===== src/rtl/afr_pkg.sv =====
// ----------------------------------------------------------------------------
// afr_pkg
// Widths, payload types and the divider stage record shared by the
// aspect fit rectangle pipeline.
// ----------------------------------------------------------------------------
package afr_pkg;

  localparam int unsigned DimBits  = 16;
  localparam int unsigned FracBits = 8;
  localparam int unsigned OutBits  = DimBits + FracBits;
  localparam int unsigned ProdBits = 2 * DimBits;
  localparam int unsigned QuoBits  = OutBits;

  typedef struct packed {
    logic [DimBits-1:0] src_width;
    logic [DimBits-1:0] src_height;
    logic [DimBits-1:0] dst_width;
    logic [DimBits-1:0] dst_height;
  } in_t;

  typedef struct packed {
    logic [OutBits-1:0] fit_width;
    logic [OutBits-1:0] fit_height;
  } out_t;

  typedef struct packed {
    logic [DimBits-1:0] rem;
    logic [DimBits-1:0] dvs;
    logic [QuoBits-1:0] nq;
    logic [OutBits-1:0] fw;
    logic [OutBits-1:0] fh;
    logic               div_en;
    logic               div_h;
  } div_t;

endpackage


===== src/rtl/afr_front.sv =====
// ----------------------------------------------------------------------------
// afr_front
// Two register stages: cross products of the sizes, then the choice of the
// limiting side and the setup of the long division.
// ----------------------------------------------------------------------------
module afr_front (
  input  logic          clk_i,
  input  logic          rst_ni,
  input  logic          en_i,
  input  logic          in_valid_i,
  input  afr_pkg::in_t  in_data_i,
  output logic          valid_o,
  output afr_pkg::div_t data_o
);

  logic                         a_valid_q;
  afr_pkg::in_t                 a_dim_q;
  logic [afr_pkg::ProdBits-1:0] a_pw_q;
  logic [afr_pkg::ProdBits-1:0] a_ph_q;

  logic                         b_valid_q;
  afr_pkg::div_t                b_q;
  afr_pkg::div_t                b_d;

  logic [afr_pkg::ProdBits-1:0] prod;
  logic [afr_pkg::DimBits-1:0]  sw, sh, dw, dh;
  logic                         wlim;

  always_ff @(posedge clk_i or negedge rst_ni) begin
    if (!rst_ni) begin
      a_valid_q <= 1'b0;
      b_valid_q <= 1'b0;
    end else if (en_i) begin
      a_valid_q <= in_valid_i;
      b_valid_q <= a_valid_q;
    end
  end

  always_ff @(posedge clk_i) begin
    if (en_i) begin
      a_dim_q <= in_data_i;
      a_pw_q  <= in_data_i.dst_width * in_data_i.src_height;
      a_ph_q  <= in_data_i.dst_height * in_data_i.src_width;
      b_q     <= b_d;
    end
  end

  always_comb begin
    sw   = a_dim_q.src_width;
    sh   = a_dim_q.src_height;
    dw   = a_dim_q.dst_width;
    dh   = a_dim_q.dst_height;
    wlim = (a_pw_q <= a_ph_q);
    prod = wlim ? a_pw_q : a_ph_q;

    b_d        = '0;
    b_d.dvs    = wlim ? sw : sh;
    b_d.rem    = prod[afr_pkg::ProdBits-1:afr_pkg::DimBits];
    b_d.nq     = afr_pkg::QuoBits'(prod[afr_pkg::DimBits-1:0]) << afr_pkg::FracBits;

    if (sw == '0 && sh == '0) begin
      b_d.fw = '0;
      b_d.fh = '0;
    end else if (sw == '0) begin
      b_d.fw = '0;
      b_d.fh = afr_pkg::OutBits'((dh < sh) ? dh : sh) << afr_pkg::FracBits;
    end else if (sh == '0) begin
      b_d.fh = '0;
      b_d.fw = afr_pkg::OutBits'((dw < sw) ? dw : sw) << afr_pkg::FracBits;
    end else if (dw >= sw && dh >= sh) begin
      b_d.fw = afr_pkg::OutBits'(sw) << afr_pkg::FracBits;
      b_d.fh = afr_pkg::OutBits'(sh) << afr_pkg::FracBits;
    end else if (wlim) begin
      b_d.fw     = afr_pkg::OutBits'(dw) << afr_pkg::FracBits;
      b_d.div_en = 1'b1;
      b_d.div_h  = 1'b1;
    end else begin
      b_d.fh     = afr_pkg::OutBits'(dh) << afr_pkg::FracBits;
      b_d.div_en = 1'b1;
      b_d.div_h  = 1'b0;
    end
  end

  assign valid_o = b_valid_q;
  assign data_o  = b_q;

`ifndef SYNTH
  // A division is only set up against a nonzero source side.
  a_front_dvs_nonzero: assert property (@(posedge clk_i) disable iff (!rst_ni)
    b_valid_q && b_q.div_en |-> b_q.dvs != '0)
    else $error("division set up with a zero divisor");

  // The upper half of the product is below the divisor, so the quotient fits.
  a_front_quotient_fits: assert property (@(posedge clk_i) disable iff (!rst_ni)
    b_valid_q && b_q.div_en |-> b_q.rem < b_q.dvs)
    else $error("quotient would overflow the output width");
`endif

endmodule


===== src/rtl/afr_div_step.sv =====
// ----------------------------------------------------------------------------
// afr_div_step
// One registered step of the restoring divider: one quotient bit per stage.
// ----------------------------------------------------------------------------
module afr_div_step (
  input  logic          clk_i,
  input  logic          rst_ni,
  input  logic          en_i,
  input  logic          valid_i,
  input  afr_pkg::div_t data_i,
  output logic          valid_o,
  output afr_pkg::div_t data_o
);

  logic                        valid_q;
  afr_pkg::div_t               data_q;
  afr_pkg::div_t               data_d;
  logic [afr_pkg::DimBits:0]   trial;
  logic [afr_pkg::DimBits:0]   diff;
  logic                        ge;

  always_comb begin
    trial  = {data_i.rem, data_i.nq[afr_pkg::QuoBits-1]};
    diff   = trial - {1'b0, data_i.dvs};
    ge     = (trial >= {1'b0, data_i.dvs});
    data_d = data_i;
    data_d.rem = ge ? diff[afr_pkg::DimBits-1:0] : trial[afr_pkg::DimBits-1:0];
    data_d.nq  = {data_i.nq[afr_pkg::QuoBits-2:0], ge};
  end

  always_ff @(posedge clk_i or negedge rst_ni) begin
    if (!rst_ni) begin
      valid_q <= 1'b0;
    end else if (en_i) begin
      valid_q <= valid_i;
    end
  end

  always_ff @(posedge clk_i) begin
    if (en_i) begin
      data_q <= data_d;
    end
  end

  assign valid_o = valid_q;
  assign data_o  = data_q;

`ifndef SYNTH
  // The partial remainder stays below the divisor after every step.
  a_step_rem_bound: assert property (@(posedge clk_i) disable iff (!rst_ni)
    valid_q && data_q.div_en |-> data_q.rem < data_q.dvs)
    else $error("partial remainder not below divisor");
`endif

endmodule


===== src/rtl/aspect_fit_rectangle.sv =====
// ----------------------------------------------------------------------------
// aspect_fit_rectangle
// Fits a source rectangle inside a destination rectangle, keeping the
// aspect ratio and never enlarging it; results are 16.8 fixed point.
// ----------------------------------------------------------------------------
// The block accepts one item in every cycle while in_stall_o is low and
// returns each result in order, after two front stages plus one stage per
// quotient bit. The pipeline depth is set by the restoring
// divider, which produces one quotient bit per register stage. The whole
// pipeline advances together; it holds while a result waits at the output
// under stall, and empty slots are filled while the output is free.
module aspect_fit_rectangle (
  input  logic          clk_i,
  input  logic          rst_ni,
  input  logic          in_valid_i,
  output logic          in_stall_o,
  input  afr_pkg::in_t  in_data_i,
  output logic          out_valid_o,
  input  logic          out_stall_i,
  output afr_pkg::out_t out_data_o
);

  logic          en;
  logic          chain_valid [afr_pkg::QuoBits+1];
  afr_pkg::div_t chain_data  [afr_pkg::QuoBits+1];
  afr_pkg::div_t last;

  assign en         = !(out_valid_o && out_stall_i);
  assign in_stall_o = !en;

  afr_front u_front (
    .clk_i      (clk_i),
    .rst_ni     (rst_ni),
    .en_i       (en),
    .in_valid_i (in_valid_i),
    .in_data_i  (in_data_i),
    .valid_o    (chain_valid[0]),
    .data_o     (chain_data[0])
  );

  for (genvar i = 0; i < afr_pkg::QuoBits; i++) begin : g_step
    afr_div_step u_step (
      .clk_i   (clk_i),
      .rst_ni  (rst_ni),
      .en_i    (en),
      .valid_i (chain_valid[i]),
      .data_i  (chain_data[i]),
      .valid_o (chain_valid[i+1]),
      .data_o  (chain_data[i+1])
    );
  end

  assign last        = chain_data[afr_pkg::QuoBits];
  assign out_valid_o = chain_valid[afr_pkg::QuoBits];

  always_comb begin
    out_data_o.fit_width  = (last.div_en && !last.div_h) ? last.nq : last.fw;
    out_data_o.fit_height = (last.div_en &&  last.div_h) ? last.nq : last.fh;
  end

endmodule

===== config.mk =====
export PLATFORM = sky130hd
export DESIGN_NAME = aspect_fit_rectangle
export DESIGN_NICKNAME = d
export VERILOG_FILES = /design/src/rtl/afr_pkg.sv /design/src/rtl/afr_front.sv /design/src/rtl/afr_div_step.sv /design/src/rtl/aspect_fit_rectangle.sv
export SDC_FILE = /design/constraint.sdc
export NUM_CORES = 2
export LEC_CHECK = 0
export BUFFER_PORTS_ARGS = -buffer_cell sky130_fd_sc_hd__buf_2
export CAP_MARGIN = 20
export CORE_AREA = 2 2 396 692
export CTS_CLUSTER_DIAMETER = 40
export CTS_CLUSTER_SIZE = 10
export DETAILED_ROUTE_END_ITERATION = 8
export DIE_AREA = 0 0 398 694
export MAX_ROUTING_LAYER = met4
export SYNTH_ARGS = -nofsm -noshare
export SYNTH_HDL_FRONTEND = slang
export SYNTH_SLANG_ARGS = --single-unit

===== constraint.sdc =====
create_clock -name clk_i -period 264.9 [get_ports clk_i]
set_input_delay 52.98 -clock clk_i [delete_from_list [all_inputs] [get_ports clk_i]]
set_output_delay 52.98 -clock clk_i [all_outputs]
set_load 0.03 [all_outputs]

==> metrics.yaml <==
run_status:
  status: "finished, final reports clean"
synth:
  post_synth_instance_area_um2: 108000
  netlist_instances: 7694
  dominantRegCellSynth: "sky130_fd_sc_hd__edfxtp_1"
  synth_seq_cells: 2208
  ys_top_cells_by_area: "sky130_fd_sc_hd__edfxtp_1 (61%), sky130_fd_sc_hd__fa_1 (7.6%), sky130_fd_sc_hd__ha_1 (7.6%)"
  synth_edf_count: 2182
  post_synth_num_cell_types: 82
  synth_common_cells: "sky130_fd_sc_hd__edfxtp_1 (2,182), sky130_fd_sc_hd__inv_1 (1,023), sky130_fd_sc_hd__ha_1 (655)"
  syn_area_per_cell_um2: 14.0
  synth_largest_type_area_fraction_pct: 60.8
  ys_seq_area_share_pct: 61.4
  share_of_flip_flops_with_an_asynchronous_set_or_reset_after_synthesis_pct: 1.18
  largest_area_contributor_in_the_netlist: "sky130_fd_sc_hd__edfxtp_1"
  syn_nets: 8828
  yosys.cell_count.top_type: "sky130_fd_sc_hd__edfxtp_1"
  ys.warnings.count: 0
cts:
  holdBufCountCts: 0
  tritoncts: "built"
  post-cts-setup-buffer-count: 0
  htree_levels: 5
  cts_sinks: 2208
  worst_skew_pair.late_latency_ns: 0.89
  cts_resized: 0
  clk_pin_slew_ns: 0.05
  cts_buffer_depth: 4
  clock-root-buffer: "sky130_fd_sc_hd__clkbuf_16"
  tritoncts.num_buffers: 280
setup_path:
  critical_path_required_ns: 211.92
  ff2ff_setup_slack_ns: 258.72
  critPathCaptureType: "primary output"
  timing.critical_path.fanout_max: 43
  rr_worst_depth: 7
  crit_arrival_ns: 54.16
  critical_path_class: "input pin to primary output"
  crit_path_start_kind: "input pin"
hold_path:
  worstHoldPathType: "flip-flop to flip-flop"
  min_path_cells: 0
timing:
  layout_worst_path_cycle_share_pct: 40.4
  worst_slack_ns: 157.76
  worst_slew_margin_rel_pct: 16.1
  totalNegativeSetupSlack_ns: 0
  unrepaired_setup_endpoints_after_global_routing: "no"
  tightest_slew_ns: 1.25
  finalSetupViolCount: 0
  fmax_ghz: 0.00933
  finalWorstPathRequiredPeriod_ns: 107.14
  fin_worst_skew_ns: 0.108
  holdWs_ns: 0.337
  hold_viol_final: 0
  final_max_slew_viol_count: 0
detailed_routing:
  drt-total-wl_mm: 232
  drt_pass1_iterations: 7
  drt-vias-per-instance: 5.04
  post_drt_wl_per_cell_um: 19.8
  dr_total_vias: 58900
  initialDrtViolationCount: 2858
  ant_nets: 0
  remaining_drc_errors: 0
global_routing:
  grt_pass1_vias: 63700
  first_pass_grt_wire_length_mm: 355
  largest_net_degree_at_the_start_of_global_routing: 195
  globalRouteTotalUtil_pct: 17.4
  globalRoute.totalOverflow: 0
  number_of_antenna_violations_at_the_first_check_in_global_routing: 7
die:
  floorplan.die_area_um2: 276000
  placementRows: 253
  placeable_core_region_um2: 271000
  top_level_pins: 118
  die_x_um: 398
  floorplan.die.height_um: 694
  initial_utilization_pct: 39.8
place:
  io_buffer_count: 117
  dp_hpwl_mm: 170
  dp_slack_ns: 157.66
  dpl_cell_area_um2: 113000
  place.gp.congestion: 0.908
cells_and_area:
  finish.net_count: 9150
  final_layout_size_suffix_gt1_share_pct: 10.6
  post-route-cell-area_um2: 121000
  synthToLayoutAreaGrowth_pct: 12.1
run:
  max_cap_violations: 0
[flip-flops by register name (all words and copies together), names as in the netlist, 24 cells and up]
signal,count
g_step.u_step.valid_o,24
u_front.a_pw_q,32
g_step.u_step.data_o,1972
u_front.a_ph_q,32
u_front.data_o,82
[stage by stage]
step | utilization [%] | std cells
after floorplan | - | 7694
after global placement | 41.6 | 11300
after detailed placement | 41.7 | 11300
after CTS | 44.6 | 11700
after global routing | 44.6 | 11700
final | 44.6 | 11700
[final timing paths]
path                                                to                         from
min reg2reg                g_step[4].u_step.data_o[37]  g_step[3].u_step.data_o[37]
min in group asynchronous    g_step[23].u_step.valid_o                       rst_ni
min                        g_step[4].u_step.data_o[37]  g_step[3].u_step.data_o[37]
max in group asynchronous     g_step[0].u_step.valid_o                       rst_ni
max                                         in_stall_o                  out_stall_i
max reg2reg                g_step[20].u_step.data_o[1]    g_step[23].u_step.valid_o
[per-layer routing]
| layer | track usage (%) | vias to the layer above | part of all wire [%] |
|---|---|---|---|
| met2 | 34.5 | 1197 | 59 |
| li1 | - | 27800 | - |
| met5 | - | - | 0 |
| met1 | 14.0 | 29100 | 30 |
| met3 | 2.28 | 685 | 3.1 |
| met4 | 12.9 | 0 | 8.3 |
[critical path: stages]
cell,delay (ns)
sky130_fd_sc_hd__buf_2,0.11
sky130_fd_sc_hd__nand2_4,0.46
sky130_fd_sc_hd__inv_1,0.29
sky130_fd_sc_hd__buf_2,0.27
[cell families (layout without fill, tap and decap cells)]
family / after synthesis / count (layout) / synth area share (%)
AND/OR/NAND/NOR: 1568 / 1568 / 7.14
AO/OA/AOI/OAI: 1058 / 1058 / 6.22
adder cells (fa/ha/maj): 1066 / 1066 / 15.2
flip-flops: 2208 / 2208 / 61.4
multiplexers: 335 / 335 / 3.46
XOR/XNOR: 310 / 310 / 2.52
other: 0 / 10 / 0
buffers and inverters: 1149 / 1554 / 4.05
[cell usage in the layout, fill, tap and decap left out, types with 26 or more instances in the layout]
cell | Yosys | final
sky130_fd_sc_hd__mux2i_1 | 30 | 30
sky130_fd_sc_hd__xor2_1 | 63 | 63
sky130_fd_sc_hd__nand2_1 | 513 | 512
sky130_fd_sc_hd__a31oi_1 | 37 | 37
sky130_fd_sc_hd__o21a_1 | 70 | 70
sky130_fd_sc_hd__clkbuf_16 | 0 | 287
sky130_fd_sc_hd__buf_2 | 26 | 117
sky130_fd_sc_hd__mux2_2 | 296 | 296
sky130_fd_sc_hd__nand3_1 | 47 | 47
sky130_fd_sc_hd__fa_1 | 411 | 411
sky130_fd_sc_hd__o21ai_1 | 86 | 86
sky130_fd_sc_hd__nor2b_1 | 89 | 88
sky130_fd_sc_hd__ha_1 | 655 | 655
sky130_fd_sc_hd__nor4_1 | 38 | 38
sky130_fd_sc_hd__edfxtp_1 | 2182 | 2182
sky130_fd_sc_hd__o21ai_0 | 183 | 183
sky130_fd_sc_hd__nand2b_1 | 42 | 42
sky130_fd_sc_hd__buf_4 | 6 | 42
sky130_fd_sc_hd__a21boi_1 | 28 | 28
sky130_fd_sc_hd__inv_1 | 1023 | 1023
sky130_fd_sc_hd__a211oi_1 | 26 | 26
sky130_fd_sc_hd__xnor2_1 | 247 | 247
sky130_fd_sc_hd__nand4_1 | 71 | 71
sky130_fd_sc_hd__and2_1 | 253 | 253
sky130_fd_sc_hd__and3_1 | 34 | 34
sky130_fd_sc_hd__a21oi_1 | 314 | 314
sky130_fd_sc_hd__nor3_1 | 49 | 49
sky130_fd_sc_hd__and4_1 | 37 | 37
sky130_fd_sc_hd__nor2_1 | 342 | 342
sky130_fd_sc_hd__dfrtp_1 | 26 | 26
sky130_fd_sc_hd__a21o_1 | 134 | 134
[area by class of cell]
| type | count | area (um2) |
|---|---|---|
| Antenna cell | 10 | 25.0 |
| Clock buffer | 309 | 7270 |
| Clock inverter | 56 | 701 |
| Fill cell | 24000 | 150000 |
| Inverter | 1023 | 3840 |
| Multi-Input combinational cell | 4337 | 37300 |
| Sequential cell | 2208 | 66200 |
| Tap cell | 3570 | 4470 |
| Timing Repair Buffer | 166 | 1040 |
Power is not shown: default switching activity piles up to over one toggle a cycle in this logic, so the estimate is an artifact.
